## config.mk

```make
export PLATFORM = sky130hd
export DESIGN_NAME = fragment_header_scanner_core
export DESIGN_NICKNAME = d
export VERILOG_FILES = /design/src/rtl/fhs_pkg.sv /design/src/rtl/fhs_header_check.sv /design/src/rtl/fragment_header_scanner_core.sv
export SDC_FILE = /design/constraint.sdc
export NUM_CORES = 1
export LEC_CHECK = 0
export BUFFER_PORTS_ARGS = -buffer_cell sky130_fd_sc_hd__buf_4
export CELL_PAD_IN_SITES_DETAIL_PLACEMENT = 1
export CELL_PAD_IN_SITES_GLOBAL_PLACEMENT = 2
export CORE_UTILIZATION = 42
export DETAILED_ROUTE_END_ITERATION = 7
export GPL_TIMING_DRIVEN = 0
export PLACE_DENSITY_LB_ADDON = 0.1
export SYNTH_ARGS = -nofsm -noshare
export SYNTH_HDL_FRONTEND = slang
export SYNTH_SLANG_ARGS = --single-unit
```

## constraint.sdc

```tcl
create_clock -name clk -period 18.47 [get_ports clk]
set_clock_uncertainty 0.05 [all_clocks]
set_input_delay 3.694 -clock clk [delete_from_list [all_inputs] [get_ports clk]]
set_output_delay 3.694 -clock clk [all_outputs]
set_load 0.02 [all_outputs]
```

## src/rtl/fhs_pkg.sv

```systemverilog
// ----------------------------------------------------------------------------
// fhs_pkg: shared types and constants of the fragment header scanner
// Holds the header marks, the window type and the header test result.
// ----------------------------------------------------------------------------
package fhs_pkg;

	localparam int unsigned WIN_WORDS = 5;
	localparam int unsigned FRAG_BYTES = 32'h210;

	localparam logic [31:0] LIVE_MARK  = 32'h0000_0200;
	localparam logic [31:0] DEL_MARK   = 32'h0000_01FC;
	localparam logic [31:0] DEL_LENGTH = 32'h0000_0210;
	localparam logic [31:0] MAX_LENGTH = 32'h0000_0200;

	// Words of a fragment that are left once its header has been seen.
	localparam logic [6:0] SKIP_WORDS = 7'(FRAG_BYTES / 4 - WIN_WORDS);

	// Distance from the newest window word back to the oldest one.
	localparam logic [31:0] HEADER_BACK = 32'(4 * (WIN_WORDS - 1));

	localparam logic [2:0] FILL_FULL = 3'(WIN_WORDS);

	// Window words, index 0 is the oldest.
	typedef logic [WIN_WORDS-1:0][31:0] win_t;

	typedef struct packed {
		logic live;
		logic del;
	} chk_t;

endpackage

```

## src/rtl/fhs_header_check.sv

```systemverilog
// ----------------------------------------------------------------------------
// fhs_header_check: fragment header test on a full window
// Flags a live or a deleted header, with the link checks against file size.
// ----------------------------------------------------------------------------
module fhs_header_check (
	input  fhs_pkg::win_t win,
	input  logic [31:0]   file_bytes,
	output fhs_pkg::chk_t chk
);

	function automatic logic link_ok(input logic [31:0] v, input logic [31:0] fs);
		return !v[31] && (v < fs) && (v[1:0] == 2'b00);
	endfunction

	logic fwd_ok;
	logic back_ok;

	always_comb begin
		fwd_ok  = link_ok(win[3], file_bytes) && (win[3] != win[0]);
		back_ok = link_ok(win[4], file_bytes);
		chk.live = (win[1] == fhs_pkg::LIVE_MARK) && (win[2] != 32'd0) &&
			(win[2] <= fhs_pkg::MAX_LENGTH) && fwd_ok;
		chk.del = (win[1] == fhs_pkg::DEL_MARK) && (win[2] == fhs_pkg::DEL_LENGTH) &&
			fwd_ok && back_ok;
	end

endmodule

```

## src/rtl/fragment_header_scanner_core.sv

```systemverilog
// ----------------------------------------------------------------------------
// fragment_header_scanner_core: streaming fragment header scanner
// Finds live and deleted fragment headers in a stream of file words.
// ----------------------------------------------------------------------------
// The block takes one little-endian file word per request and reports every
// fragment header it finds, one result request per header. A request with
// tuser set starts a new scan at byte offset zero. Each word passes an input
// register, then the header logic, which updates the scan state and
// loads the output register, so a word is taken in every cycle as long as
// the result side keeps up; a result waiting on the master side stalls the
// input only once the input register is also full. After a hit the next 127
// words (the rest of the 0x210-byte fragment) are counted off without being
// tested. The file size register bounds link offsets; the user must write it
// only while no word is in flight, as the block itself does not enforce this.
module fragment_header_scanner_core (
	input  logic         clk,
	input  logic         arst_n,

	input  logic         cfg_we,
	input  logic [31:0]  cfg_wdata,       // file_bytes

	input  logic         s_tvalid,
	output logic         s_tready,
	input  logic [31:0]  s_tdata,         // [31:0] word
	input  logic         s_tuser,         // [0] restart

	output logic         m_tvalid,
	input  logic         m_tready,
	output logic [143:0] m_tdata,         // [31:0] header_position,
	                                      // [63:32] offset_delta,
	                                      // [73:64] fragment_length,
	                                      // [104:74] next_link,
	                                      // [136:105] prev_link, rest zero
	output logic         m_tuser          // [0] is_deleted
);

	// Configuration.
	logic [31:0] file_bytes_q;

	// Input register.
	logic        valid_s1;
	logic [31:0] word_s1;
	logic        restart_s1;

	// Scan state.
	fhs_pkg::win_t win_q;
	logic [2:0]    fill_q;
	logic [31:0]   pos_q;
	logic [6:0]    skip_q;

	// Output register.
	logic        out_valid_q;
	logic [31:0] out_pos_q;
	logic        out_del_q;
	logic [31:0] out_delta_q;
	logic [9:0]  out_len_q;
	logic [30:0] out_next_q;
	logic [31:0] out_prev_q;

	// Header logic.
	logic          proc;
	fhs_pkg::win_t win_base;
	fhs_pkg::win_t win_shift;
	fhs_pkg::win_t win_d;
	logic [2:0]    fill_base;
	logic [2:0]    fill_d;
	logic [31:0]   here;
	logic [6:0]    skip_base;
	logic [6:0]    skip_d;
	logic          test;
	logic          hit;
	logic [31:0]   hdr_pos;
	fhs_pkg::chk_t chk;

	// The header stage fires when the input register holds a word and the
	// output register is free or being emptied in this cycle.
	assign proc     = valid_s1 && (!out_valid_q || m_tready);
	assign s_tready = !valid_s1 || proc;

	always_comb begin
		// A restart clears the scan state before its own word is taken.
		if (restart_s1) begin
			win_base  = '0;
			fill_base = 3'd0;
			here      = 32'd0;
			skip_base = 7'd0;
		end else begin
			win_base  = win_q;
			fill_base = fill_q;
			here      = pos_q;
			skip_base = skip_q;
		end

		win_shift = {word_s1, win_base[fhs_pkg::WIN_WORDS-1:1]};
		test      = 1'b0;
		win_d     = win_base;
		fill_d    = fill_base;
		skip_d    = skip_base;

		if (skip_base != 7'd0) begin
			skip_d = skip_base - 7'd1;
		end else begin
			win_d  = win_shift;
			fill_d = (fill_base < fhs_pkg::FILL_FULL) ? fill_base + 3'd1 : fill_base;
			test   = (fill_d == fhs_pkg::FILL_FULL);
		end

		hit = test && (chk.live || chk.del);
		if (hit) begin
			win_d  = '0;
			fill_d = 3'd0;
			skip_d = fhs_pkg::SKIP_WORDS;
		end

		hdr_pos = here - fhs_pkg::HEADER_BACK;
	end

	fhs_header_check u_check (
		.win        (win_shift),
		.file_bytes (file_bytes_q),
		.chk        (chk)
	);

	always_ff @(posedge clk or negedge arst_n) begin
		if (!arst_n) begin
			file_bytes_q <= 32'h8000_0000;
		end else if (cfg_we) begin
			file_bytes_q <= cfg_wdata;
		end
	end

	always_ff @(posedge clk or negedge arst_n) begin
		if (!arst_n) begin
			valid_s1 <= 1'b0;
		end else if (s_tready) begin
			valid_s1 <= s_tvalid;
		end
	end

	always_ff @(posedge clk) begin
		if (s_tready && s_tvalid) begin
			word_s1    <= s_tdata;
			restart_s1 <= s_tuser;
		end
	end

	always_ff @(posedge clk or negedge arst_n) begin
		if (!arst_n) begin
			win_q  <= '0;
			fill_q <= 3'd0;
			pos_q  <= 32'd0;
			skip_q <= 7'd0;
		end else if (proc) begin
			win_q  <= win_d;
			fill_q <= fill_d;
			pos_q  <= here + 32'd4;
			skip_q <= skip_d;
		end
	end

	always_ff @(posedge clk or negedge arst_n) begin
		if (!arst_n) begin
			out_valid_q <= 1'b0;
		end else if (proc) begin
			out_valid_q <= hit;
		end else if (m_tready) begin
			out_valid_q <= 1'b0;
		end
	end

	always_ff @(posedge clk) begin
		if (proc && hit) begin
			out_pos_q   <= hdr_pos;
			out_del_q   <= chk.del;
			out_delta_q <= win_shift[0] - hdr_pos;
			out_len_q   <= win_shift[2][9:0];
			out_next_q  <= win_shift[3][30:0];
			out_prev_q  <= chk.del ? win_shift[4] : 32'd0;
		end
	end

	assign m_tvalid = out_valid_q;
	assign m_tuser  = out_del_q;
	assign m_tdata  = {7'd0, out_prev_q, out_next_q, out_len_q, out_delta_q, out_pos_q};

	// A hit always arms the fragment skip.
	a_hit_skip: assert property (@(posedge clk) disable iff (!arst_n)
		proc && hit |=> skip_q == fhs_pkg::SKIP_WORDS)
		else $error("skip not armed after a header hit");

	// No header is reported while a fragment is being skipped.
	a_skip_quiet: assert property (@(posedge clk) disable iff (!arst_n)
		proc && !restart_s1 && (skip_q != 7'd0) |=> !out_valid_q)
		else $error("result produced inside a skipped fragment");

	// The window never claims more words than it holds.
	a_fill_range: assert property (@(posedge clk) disable iff (!arst_n)
		fill_q <= fhs_pkg::FILL_FULL)
		else $error("fill count out of range");

	// A reported header never has a zero data length.
	a_len_nonzero: assert property (@(posedge clk) disable iff (!arst_n)
		out_valid_q |-> out_len_q != 10'd0)
		else $error("reported header with zero length");

endmodule
```

======== Word level (Yosys, flattened, before mapping) ========
Index checks and enable logic that the tools add are counted.
storage, ports and cells
  bits in writable memories ............... 0
  memories ................................ 0
  word-level logic and storage cells ...... 73
  flip-flop bits (word level) ............. 375
  bits in latches ......................... 0
  bits of input ports ..................... 70
  bits in read-only memories .............. 0
  output and inout bits ................... 147
cells by class
  mux-type cells .......................... 14
  $lt $le $gt $ge ......................... 4
  bitwise operators ....................... 0
  $mul .................................... 0
  eq/ne operators ......................... 5
  add/sub/neg operators ................... 5
  shift operators ......................... 0
  reductions and logical operators ........ 27
  div/mod/pow operators ................... 0
operators with widths
  operator               count
  $mux 160               3
  $eq 32x10->1 const B   2
  $lt 32x32->1           2
  $add 32x3->32 const B  1
  $eq 32x9->1 const B    1
  $le 32x10->1 const B   1
  $mux 32                1
  $ne 32x32->1           1
  $reduce_bool 32->1     1
  $sub 32x32->32         1
  $sub 32x5->32 const B  1
  $mux 7                 3
  $logic_and 1x1->1      15
  $mux 3                 4
  $reduce_bool 7->1      1
  $sub 7x1->7 const B    1
  $logic_not 1->1        4
  $logic_not 2->1        2
  $add 3x1->3 const B    1
  $eq 3x3->1 const B     1
  $logic_or 1x1->1       3
  $lt 3x3->1 const B     1
  $mux 1                 3
  $reduce_bool 2->1      1

======== Logic depth before layout (Yosys ltp) ========
Gate-level depths: netlist of the first run.
  word-level depth ........................ 10
  depth in mapped cells ................... 22

======== Hierarchy ========
From an unflattened synthesis of the first run, not the netlist that was laid out.
second synthesis, totals
  cell total of the unflattened synthesis .. 1708
  area total of the unflattened synthesis .. 19346.1 um^2
by module, submodules not included
  module                        times used  area an instance (um^2)  cells each  seq. area each (um^2)
  fragment_header_scanner_core  1           17371.7                  1448        10241.1
  fhs_header_check              1           1974.4                   260         0.0

======== Least setup slack after synthesis of the first run ========
OpenSTA, ideal clock, no wires.
  path kind ............................... input to register
  from .................................... input port m_tready
  to ...................................... register out_del_q (netlist: m_tuser), enable pin
  slack ................................... 7.552 ns
  stages on the path ...................... 6
  arrival ................................. 10.230 ns
  path through ............................ nand2b_1 > nand2_1 > clkbuf_1 > buf_1 > clkbuf_1 > nor2_1
on the way
  longest elaborated chain between the ends .. 3
RTL lines
  item                    line                                 text
  start: declaration      fragment_header_scanner_core.sv:28   input logic m_tready,
  $logic_or 1x1->1        fragment_header_scanner_core.sv:77   assign proc = valid_s1 && (!out_valid_q || m_tready);
  $logic_and 1x1->1       fragment_header_scanner_core.sv:77
  $logic_and 1x1->1       fragment_header_scanner_core.sv:172  if (proc && hit) begin
  end signal: assignment  fragment_header_scanner_core.sv:174  out_del_q <= chk.del;
  end: declaration        fragment_header_scanner_core.sv:54   logic out_del_q;
No other way between the ends.
A chain may end at the register's enable or synchronous reset.

==> impl.org, run 1 <==
** STA
- RSZ-0062 raised after global routing :: false
- Final clock period utilization by the worst path :: between 50% and 60%
- Count of endpoints failing hold in the final timing report :: 0
- In the final timing run, aggregate negative setup slack is 0 ns.
- Final slew viol count :: 0
- For the pin with the worst max-slew slack, the measured transition is approximately 1.1 ns.
- In the post-route analysis, the smallest setup slack over all paths is approximately 8.7 ns.
- Counting I/O delays and the setup requirement, the final critical path takes a little under 10 ns.
- Final setup viols :: 0
- Timing would allow up to approximately 100 MHz.
- The tightest hold path in the finished design has a slack of 0.444 ns.
- Relative slew slack :: ~28%

** Final layout
- Share of layout cells above drive strength 1 :: between 15 and 20%
- The number of antenna diodes in the final layout is 0.
- Syn-to-layout area delta :: 20.2%
- # nets final :: about 2200

** Global routing
- Global routing consumed, over all layers together, approximately 27% of the routing resources.
- The first global-routing pass estimated approximately 95 mm of wire.
- Global-route met1 utilization :: ~34%
- Met2 track demand over resource :: between 40 and 50%
- For this run, global-route usage on met3 was measured as 4.27%.
- met2 is the most crowded layer.
- The via count of the first global-routing pass is between 15000 and 20000.
- Total gr overflow :: 0
- The initial antenna violation count came to 0.
- Pin count of the biggest net entering global routing :: between 100 and 150

** Drt
- In the routed layout, each cell is associated on average with a via count of ~5.7.
- Final wirelength :: ~60 mm
- Starting DRT DRC Count :: between 800 and 900
- After detailed routing, the average wire length per cell comes to about 23 um.
- Count of vias placed by the detailed router :: around 15000
- Once detail routing completed, the nets flagged for antenna violations numbered 0.
- For this run, design rule violations remaining after detail routing come to 0.
- For this run, the detailed router's first-pass iteration total came to 5.

** Logic synthesis
- Most used standard cell by instance count after synthesis :: sky130_fd_sc_hd__dfrtp_1
- Yosys mapped a number of flops with a built-in enable equal to roughly 170.
- In this run the biggest area consumer among cell types represents ~27% of the synthesized area.
- Ranked by instance count, the synthesized netlist is headed by sky130_fd_sc_hd__dfrtp_1, sky130_fd_sc_hd__edfxtp_1, sky130_fd_sc_hd__nand2_1.
- After synthesis the cells add up to around 19000 sq um.
- YS warnings :: 0
- Of all flip-flops after synthesis, the portion carrying an async set or reset was 54.4%.
- Top flip-flop cell by instance count after synthesis :: sky130_fd_sc_hd__dfrtp_1
- Syn Area/Cell :: about 11 sq um
- Of all cell types, the one taking the most synthesized area is sky130_fd_sc_hd__edfxtp_1.
- Synthesized netlist cell count :: 1774
- By area the synthesized netlist is led by sky130_fd_sc_hd__edfxtp_1, sky130_fd_sc_hd__dfrtp_1, sky130_fd_sc_hd__ha_1.
- Yosys mapped the design onto 84 distinct sky130hd cell types.
- Register area share after synthesis :: a little over half
- Seq cells post-synth :: 375

** CTS
- TritonCTS built the clock tree.
- The number of hold buffers added after CTS was 0.
- Clock network latency to the later pin of the worst-skew pair :: ~0.58 ns
- Number of buffers inserted during clock tree synthesis :: 42
- Count of clock tree sinks :: 375
- After clock tree synthesis, the clock-pin slew on the worst setup and hold paths is approximately 0.060 ns.
- Clock tree root driver cell :: sky130_fd_sc_hd__clkbuf_16
- The clock tree synthesis step divided the H-tree into 2 levels.
- PostCTS Resize Cnt :: 0
- After clock tree synthesis, the setup repair step added 0 buffers.
- CTS Buffer Depth :: 3

** Critical path
- Critical path required time :: 18.68 ns
- Maximum fanout count along the critical path :: 38
- At the worst endpoint, the arrival time is 9.94 ns.
- R2R depth :: 19
- In this run the critical register-to-register path is captured at out_len_q[0].
- CP startpoint kind :: flip-flop
- Slack of the worst reg-to-reg path :: ~8.7 ns
- Class of the most critical setup path :: reg2reg
- Source of the worst register-to-register timing path :: restart_s1
- Crit path capture type :: flip-flop

** Pwr
- The worst-case IR drop observed on VDD is around 0.067 mV.
- For this design the ratio of total power to cell area is between 100 and 150 nW/um^2.
- Summed over all cells, the static leakage comes to 9.76 nW.

** Min path
- Instance count along the most critical hold path :: 1
- The worst hold path terminates at pos_q[1].
- The tightest min-delay check is of the reg2reg type.
- Hold path start :: pos_q[1]

** Place
- At the end of routability-driven placement, the weighted congestion stood at 0.891.
- The count of buffers added on input and output ports is 208.
- Post-Place Worst Slack :: 8.68 ns
- After legalization and detailed placement, the total HPWL measured around 47 mm.

** Floorplanning
- The initial utilization of the core area, before any placement, comes to a little over two fifths.
- After floorplanning, the core was sized to cover approximately 44000 sq um.
- Boundary Pins :: 217
- DIE HEIGHT :: 215 um
- Width of the die :: approximately 210 um
- The floorplan step defined a die boundary enclosing roughly 46000 sq um.
- Number of rows in the core area :: 77

** Run
- Max-cap violations in this run came to 0.

** Run status
- The run finished with clean final reports.
sequential cells by signal (all words and copies together) (netlist names):
register	cells
word_s1	32
out_pos_q	32
m_tuser	1
pos_q	32
valid_s1	1
out_len_q	10
out_prev_q	32
out_delta_q	32
m_tvalid	1
win_q	128
fill_q	3
out_next_q	31
skip_q	7
file_bytes_q	32
restart_s1	1
cell type report:
cell class	count	area (sq um)
fill	4872	21600
clock buffer	65	1270
buffer	115	465
timing repair buffer	214	1680
tap	592	741
sequential	375	10200
clock inverter	13	96.3
multi-input combinational	1209	8030
inverter	84	315
worst max path at each step:
stage	from	endpoint	cells past startpoint
floorplan	m_tready	m_tuser	6
global placement	restart_s1	out_prev_q[3]	17
detailed placement	restart_s1	out_prev_q[2]	19
CTS	restart_s1	out_len_q[0]	19
global route	restart_s1	out_len_q[0]	19
finish	restart_s1	out_len_q[0]	19
critical path: stages (launching register included):
cell,delay [ns]
sky130_fd_sc_hd__edfxtp_1,0.35
sky130_fd_sc_hd__clkbuf_1,0.63
sky130_fd_sc_hd__buf_2,0.44
sky130_fd_sc_hd__buf_1,0.63
sky130_fd_sc_hd__buf_1,0.66
sky130_fd_sc_hd__buf_1,0.58
sky130_fd_sc_hd__clkbuf_1,0.85
sky130_fd_sc_hd__clkbuf_1,0.87
sky130_fd_sc_hd__nor2b_1,0.20
sky130_fd_sc_hd__ha_1,0.33
sky130_fd_sc_hd__a221o_1,0.32
sky130_fd_sc_hd__a31o_2,0.24
sky130_fd_sc_hd__a21oi_1,0.24
sky130_fd_sc_hd__o311a_1,0.25
sky130_fd_sc_hd__o221ai_1,0.24
sky130_fd_sc_hd__a311oi_1,0.84
sky130_fd_sc_hd__nand2_1,0.53
sky130_fd_sc_hd__nor2_4,0.53
sky130_fd_sc_hd__buf_12,0.27
sky130_fd_sc_hd__buf_12,0.25
cells in the final DEF, fill, tap and decap left out, types with 73 or more instances in the layout:
| master | n |
|---|---|
| sky130_fd_sc_hd__nand2_1 | 164 |
| sky130_fd_sc_hd__nor2_1 | 81 |
| sky130_fd_sc_hd__a21oi_1 | 80 |
| sky130_fd_sc_hd__dfrtp_1 | 203 |
| sky130_fd_sc_hd__inv_1 | 82 |
| sky130_fd_sc_hd__clkbuf_1 | 102 |
| sky130_fd_sc_hd__edfxtp_1 | 171 |
| sky130_fd_sc_hd__buf_4 | 215 |
| sky130_fd_sc_hd__nor2b_1 | 73 |
| sky130_fd_sc_hd__o21ai_0 | 117 |
| sky130_fd_sc_hd__a22o_1 | 87 |
| sky130_fd_sc_hd__ha_1 | 85 |
kinds of logic (layout without fill, tap and decap cells):
| group | Yosys count | count (layout) | share of synthesized area [%] |
|---|---|---|---|
| xor gates and xnor gates | 95 | 95 | 4.38 |
| buffers and inverters | 199 | 491 | 4.11 |
| and+or+nand+nor | 548 | 548 | 14.9 |
| other | 1 | 10 | 0.0197 |
| AOI/OAI and AO/OA | 462 | 462 | 16.6 |
| muxes | 4 | 4 | 0.217 |
| DFF | 375 | 375 | 53.9 |
| adders and majority gates | 90 | 90 | 5.92 |
power breakdown:
| part | total (W) | switching [W] | leakage [nW] | internal [W] |
|---|---|---|---|---|
| logic | 0.000633 | 0.000384 | 4.73 | 0.000249 |
| clock network | 0.000833 | 0.000356 | 0.671 | 0.000476 |
| registers | 0.00110 | 0.000120 | 4.36 | 0.000977 |
stage by stage:
stage | cell area, sq um | utilization [%] | total power [W] | cells
4_1_cts | 22800 | 51.4 | 0.00258 | 2667
6_report | 22800 | 51.4 | 0.00256 | 2667
5_1_grt | 22800 | 51.4 | 0.00268 | 2667
3_5_place_dp | 21500 | 48.4 | 0.00174 | 2589
2_1_floorplan | 19000 | - | 0.00149 | 1783
3_3_place_gp | 21300 | 48.0 | 0.00171 | 2583
metal layers:
layer / vias to the layer above / part of all wire [%] / routed length, um
met2: 342 / 50 / 30800
li1: 6985 / - / -
met5: - / 0 / 0
met1: 7646 / 43 / 26300
met4: 0 / 3.6 / 2210
met3: 121 / 4.0 / 2500
(Power assumes the default switching activity.)
==> inputs of run 2 (changes only) <==
- CORE_UTILIZATION: 42 -> 39
- clock period: 18.47 -> 9 ns (I/O delays scaled with it)
==> impl.org, run 2 (synthesis results as in run 1) <==
** Drt
- The first TritonRoute pass finished after 5 iterations.
- The detail route stage leaves a number of antenna-violating nets equal to 0.
- For this run, design rule violations remaining after detail routing come to 0.
- Drt wl/cell :: between 20 and 25 um
- Avg Vias per Cell :: 5.56
- Summing over every cut layer, the via total after detailed routing is approximately 15000.
- Starting DRT DRC Count :: roughly 860
- Final wirelength :: 62.7 mm

** Final layout
- Summing all multi-input logic gate instances after layout gives between 8000 and 9000 sq um.
- The area growth from synthesis to layout is 21.0%.
- The library cells used most frequently in the layout, excluding fill and tap cells, are sky130_fd_sc_hd__buf_4, sky130_fd_sc_hd__dfrtp_1, sky130_fd_sc_hd__edfxtp_1.
- Leaving out fill and tap cells, the most frequent cell in the layout is sky130_fd_sc_hd__buf_4.
- Share of layout cells above drive strength 1 :: between 10% and 20%
- End-of-flow core utilization :: between 40% and 50%
- Final Non-Filler Cells :: roughly 2700
- The layout has between 5000 and 6000 filler cells.
- # nets final :: 2202
- The number of antenna diodes in the final layout is 0.
- The sequential cells in the finished layout cover a total of ~10000 sq um.
- Post-route standard cell area excluding fillers :: 23000 sq um
- The register with the most flip-flops in the layout has around 130 of them.
- win_q holds more flip-flops than any other register.

** Global routing
- GRT Max-Usage Layer :: met2
- For this run the aggregate overflow at the end of global routing stands at 0.
- Met3 global-route usage :: roughly 3.1%
- The initial antenna violation count was 0.
- Via count of the first global-routing pass :: 15600
- Pin count of the biggest net entering global routing :: 90
- Global-route met1 utilization :: 34.0%
- In the global route stage, met2 resource usage came out at between 40% and 50%.
- First-pass GRT wire length :: 96.7 mm
- Overall global routing resource usage :: approximately 26%

** Pwr
- Net switching is 33.3% of the power.
- Internal :: roughly 0.0035 W
- The share of total power dissipated in combinational logic is 24.5%.
- Power spread over the standard cell area amounts to 231 nW/um^2.
- Psw :: roughly 0.0018 W
- Power share of the sequential group :: a little over two fifths
- Per report_power, the clock group accounts for 33.2% of the total.
- Summing internal, switching and leakage power gives ~0.0053 W.
- VDD sags by at most between 0.1 and 0.15 mV.
- Leak :: about 9.8 nW

** STA
- Setup violations remaining at the end of the flow were counted as 0.
- Final clock period utilization by the worst path :: 93.5%
- Final slew viol count :: 0
- The routed design could run at a clock period as short as approximately 8.4 ns.
- In this run the tightest slew margin relative to its limit is about a third.
- At the pin with the least slew margin, the transition time is between 1 and 1.5 ns.
- Upper clock frequency limit :: ~120 MHz
- The number of hold violations in the final report came to 0.
- RSZ-0062 raised after global routing :: false
- For the final routed database, the setup TNS stands at 0 ns.

** Floorplanning
- For this design the top-level I/O count stands at ~220.
- Total Die Area :: 49600 sq um
- Area of the core region :: 47800 sq um
- Starting density of the core :: 39.7%
- Number of rows in the core area :: 80
- The die is between 200 and 250 um tall.
- Width of the die :: between 200 and 250 um

** Min path
- Hold crit path type :: reg2reg

** Critical path
- Critical path required time :: a little over 9 ns
- STA classifies the critical path endpoint as a flip-flop.
- Most repeated library cell on the critical path :: sky130_fd_sc_hd__buf_1
- Grouping stages by cell kind, the critical path spends the most delay in buffers and inverters.
- Walking the worst path, the cells encountered are clkbuf_1 > buf_2 > buf_1 > buf_1 > clkbuf_2 > clkbuf_1 > buf_1 > nor2_1 > ha_1 > nor2b_1 > o21ai_0 > o211ai_1 > a21oi_1 > o221ai_1 > a311oi_2 > nand2_1 > nor2_4 > buf_4 > buf_12 > buf_12.
- CP startpoint kind :: flip-flop
- Maximum fanout count along the critical path :: 35
- Crit path buffers/inverters :: 10
- In this design, the stage delay of the slowest critical-path cell is between 0.6 and 0.7 ns.
- STA puts the critical path data arrival time at roughly 8.6 ns.
- Class of the most critical setup path :: reg2reg
- Slack of the worst reg-to-reg path :: between 0.5 and 0.6 ns
- Among all stages on the critical path, the largest delay is contributed by sky130_fd_sc_hd__clkbuf_1.

** Place
- Count of input and output buffers :: between 200 and 250
- Routability-driven placement congestion ratio :: between 0.8 and 0.9
- Once placement finished, the instance area stood at between 20000 and 25000 sq um.
- Placed cell count :: approximately 2600
- The HPWL after detailed placement is between 40 and 50 mm.

** Run status
- The run finished with clean final reports.

** CTS
- Worst-path clk slew :: about 0.06 ns
- TritonCTS built the clock tree.
- Number of hold buffers added after CTS :: 0
- CTS built an H-tree with a depth of 2.
- Count of clock tree sinks :: between 300 and 400
- Number of buffers inserted during clock tree synthesis :: between 40 and 50
- CTS Buffer Depth :: 3
- The root buffer cell chosen for the clock tree is sky130_fd_sc_hd__clkbuf_16.
- Clock network latency to the later pin of the worst-skew pair :: between 0.5 and 0.6 ns

** Run
- Max-capacitance violation count :: 0
## run 2: changes by cell type in the layout (fill, tap and decap cells not counted), sizes merged
cell	change
clkinv	+4
buf	+3
clkinvlp	-1
clkbuf	-2
inv	-2
nor2	+1
bufinv	+2
## run 2: final cells by class
cell class                 count  area share [%]
buffer                       114            2.02
clock buffer                  63            5.50
clock inverter                16           0.648
inverter                      84            1.37
multi-input combinational   1210            35.0
sequential                   375            44.5
tap                          615            3.35
timing repair buffer         218            7.58
## run 2: what timing repair did
action,in CTS,in global routing
pin swaps,1,0
endpoints found under the hold margin,0,0
cloned,1,0
resized for setup,3,1
buffers inserted,3,0
endpoints found under the setup margin,182,68
## run 2: path summary, 6_finish.rpt
| kind | endpoint | cells past startpoint | startpoint |
|---|---|---|---|
| worst max-delay path | out_prev_q[0] | 20 | restart_s1 |
| max in group asynchronous | file_bytes_q[31] | 3 | arst_n |
| worst max register to register | out_prev_q[0] | 20 | restart_s1 |
| min in group asynchronous | pos_q[2] | 1 | arst_n |
| worst min-delay path | pos_q[1] | 1 | pos_q[1] |
| worst min register to register | pos_q[1] | 1 | pos_q[1] |
## run 2: power by group through the flow
stage	Combinational [W]	Clock [W]	Sequential (W)
floorplan	0.000896	0	0.00217
global placement	0.00125	0	0.00227
detailed placement	0.00130	0	0.00228
CTS	0.00131	0.00181	0.00224
global route	0.00145	0.00187	0.00227
finish	0.00130	0.00177	0.00225
## run 2: per-stage QoR
stage / setup slack (ns) / hold WS [ns]
2_1_floorplan: 0.663 / 0.395
3_3_place_gp: -5.10 / 0.414
3_5_place_dp: -1.32 / 0.417
4_1_cts: 0.0449 / 0.436
5_1_grt: 0.212 / 0.451
6_report: 0.589 / 0.436
## run 2: routing by layer
metal	up-vias	part of all wire [%]
met1	7610	44
met2	300	49
li1	6991	-
met5	-	0
met4	0	2.8
met3	90	3.6
==> inputs of run 3 (changes only) <==
- RECOVER_POWER: default -> 100
==> impl.org, run 3 (synthesis results as in run 1) <==
** Critical path
- Data arrival, critical path :: between 8 and 9 ns
- Class of the most critical setup path :: reg2reg
- Critical path required time :: around 9.2 ns
- In this run the worst path has a maximum fanout of 25.
- STA classifies the critical path startpoint as a flip-flop.
- Crit path capture type :: flip-flop

** Drt
- The detail route stage leaves a number of antenna-violating nets equal to 0.
- Count of vias placed by the detailed router :: 14900
- After detailed routing, the number of vias per cell comes to about 5.5.
- In the final routed layout, each cell accounts on average for 23.2 um.
- Starting DRT DRC Count :: 886
- The first detailed-routing pass took 5 iterations.
- After detailed routing, the number of remaining DRC violations is 0.
- The routed design has ~63 mm of wire.

** Final layout
- The repair_antennas step left the layout with diodes totalling 0.
- At the end of the flow, the number of nets in the layout was around 2200.
- Syn-to-layout area delta :: 17.6%
- Leading cell type in the layout, fill and taps excluded :: sky130_fd_sc_hd__clkbuf_1
- The register with the most flip-flops in the layout has 128 of them.
- Once layout is complete, the cells apart from fillers number 2695.
- In the layout the commonest cells are sky130_fd_sc_hd__clkbuf_1, sky130_fd_sc_hd__dfrtp_1, sky130_fd_sc_hd__edfxtp_1.
- Share of layout cells above drive strength 1 :: 8.32%
- win_q holds more flip-flops than any other register.

** STA
- Minimum hold slack :: around 0.43 ns
- The worst path needs 8.43 ns of the cycle, external delays included.
- In this run the tightest slew margin relative to its limit is -204%.
- The number of hold violations in the final report was 0.
- Final clock period utilization by the worst path :: 93.7%
- Final slew viol count :: around 150
- Transition time at the pin with the least slew margin :: 4.55 ns
- RSZ-0062 raised after global routing :: false
- Setup violations remaining at the end of the flow were counted as 0.
- Setup slack after layout :: ~0.57 ns
- Derived from the worst setup path, the maximum achievable clock frequency is between 100 and 150 MHz.
- Post-route setup TNS :: 0 ns

** Pwr
- Combinational group share of total power :: between 20% and 30%
- Dividing total power by cell area gives a power density of between 200 and 250 nW/um^2.
- Of the total power, the clock network draws about a third.
- Switching share of power :: approximately a third
- In this run the power spent charging and discharging nets is 0.00177 W.
- Leak :: slightly above 9 nW
- Internal :: roughly 0.0035 W
- VDD IR max :: 0.128 mV
- Of the total power, registers draw about 42%.

** Run status
- The final reports fail on max-capacitance violations, max-slew violations.
- Status :: finished, violations left

** Floorplanning
- Starting density of the core :: 39.7%
- The die covers 49600 sq um.
- DIE HEIGHT :: roughly 220 um
- Area of the core region :: about 48000 sq um
- For this design the top-level I/O count stands at approximately 220.
- Number of rows in the core area :: 80
- Width of the die :: ~220 um

** CTS
- Number of hold buffers added after CTS :: 0
- For the worst-skew pair, the clock arrives at the later sink with an insertion delay of 0.58 ns.
- Worst-path clk slew :: approximately 0.06 ns
- Clock tree synthesis found a total of 375 sinks.
- The H-tree was split into 2 levels.
- Number of buffers inserted during clock tree synthesis :: 43
- CTS Buffer Depth :: 3
- TritonCTS clock tree :: done
- Clock tree root driver cell :: sky130_fd_sc_hd__clkbuf_16

** Place
- Routability-driven placement congestion ratio :: between 0.8 and 0.9
- The number of placed instances, taps included, is 2613.
- Count of input and output buffers :: around 210
- The wire-length estimate of the detail-placed layout is between 40 and 50 mm.
- Prior to clock tree synthesis, the placed netlist has a worst setup slack of -1.32 ns.

** Global routing
- The initial antenna violation count was 1.
- Global routing consumed, over all layers together, between 20% and 30% of the routing resources.
- Total gr overflow :: 0
- First-pass GRT wire length :: just under 100 mm
- Via count of the first global-routing pass :: roughly 16000
- Pin count of the biggest net entering global routing :: 90

** Min path
- Hold crit path type :: reg2reg

** Run
- Max-capacitance violation count :: 3
-- run 3: cell types whose count changed in the layout (fill, tap and decap cells not counted), sizes merged --
cell	delta
clkbuf	+190
buf	-190
-- run 3: power groups by stage --
stage	sequential (W)	combinational [W]	clock [W]
4_1_cts	0.00224	0.00131	0.00181
3_3_place_gp	0.00227	0.00125	0
5_1_grt	0.00228	0.00144	0.00187
2_1_floorplan	0.00217	0.000896	0
3_5_place_dp	0.00228	0.00130	0
6_report	0.00225	0.00129	0.00177
-- run 3: final cells by class --
class	instances	area, sq um
Fill cell	5388	25500
Sequential cell	375	10200
Multi-Input combinational cell	1210	7970
Clock buffer	63	1260
Timing Repair Buffer	218	1170
Tap cell	615	769
Buffer	114	463
Inverter	84	315
Clock inverter	16	149
-- run 3: layer usage --
layer  part of all wire, %  wire, um  vias to the layer above  GRT usage (%)
li1                      -         -                     6994              -
met2                    49     30900                      289           43.6
met1                    44     27800                     7550           34.0
met5                 0.021        13                        -              0
met4                   2.8      1740                        2           7.96
met3                   3.4      2150                       88           3.15
-- run 3: repair_timing --
action / CTS / global route
pin swaps: 1 / 0
endpoints found under the setup margin: 182 / 68
buffers inserted: 3 / 0
gates resized for setup: 3 / 1
cloned: 1 / 0
-- run 3: stage by stage --
stage	utilization, %	area (sq um)	total power (W)
detailed placement	45.0	21500	0.00357
global route	46.7	22300	0.00558
floorplan	-	19000	0.00307
CTS	48.0	23000	0.00536
finish	46.7	22300	0.00531
global placement	44.6	21400	0.00352
-- run 3: worst paths after layout --
path                            start       endpoint  slack (ns)  depth (start not counted)
min                          pos_q[1]       pos_q[1]        0.43                          1
min reg2reg                  pos_q[1]       pos_q[1]        0.43                          1
max reg2reg                restart_s1  out_prev_q[2]        0.57                         20
min in group asynchronous      arst_n     win_q[128]        1.88                          1
max in group asynchronous      arst_n      pos_q[17]        1.73                          2
max                        restart_s1  out_prev_q[2]        0.57                         20
-- run 3: critical path, stage by stage (launching register included) --
cell,delay [ns]
sky130_fd_sc_hd__edfxtp_1,0.35
sky130_fd_sc_hd__clkbuf_1,0.66
sky130_fd_sc_hd__buf_2,0.58
sky130_fd_sc_hd__clkbuf_1,0.63
sky130_fd_sc_hd__clkbuf_1,0.57
sky130_fd_sc_hd__clkbuf_2,0.49
sky130_fd_sc_hd__clkbuf_1,0.57
sky130_fd_sc_hd__clkbuf_1,0.65
sky130_fd_sc_hd__nor2_1,0.23
sky130_fd_sc_hd__ha_1,0.34
sky130_fd_sc_hd__nor2b_1,0.13
sky130_fd_sc_hd__o21ai_0,0.14
sky130_fd_sc_hd__o211ai_1,0.11
sky130_fd_sc_hd__a21oi_1,0.22
sky130_fd_sc_hd__o221ai_1,0.32
sky130_fd_sc_hd__a311oi_2,0.54
sky130_fd_sc_hd__nand2_1,0.49
sky130_fd_sc_hd__nor2_4,0.24
sky130_fd_sc_hd__clkbuf_1,0.33
sky130_fd_sc_hd__buf_12,0.25
sky130_fd_sc_hd__buf_16,0.19
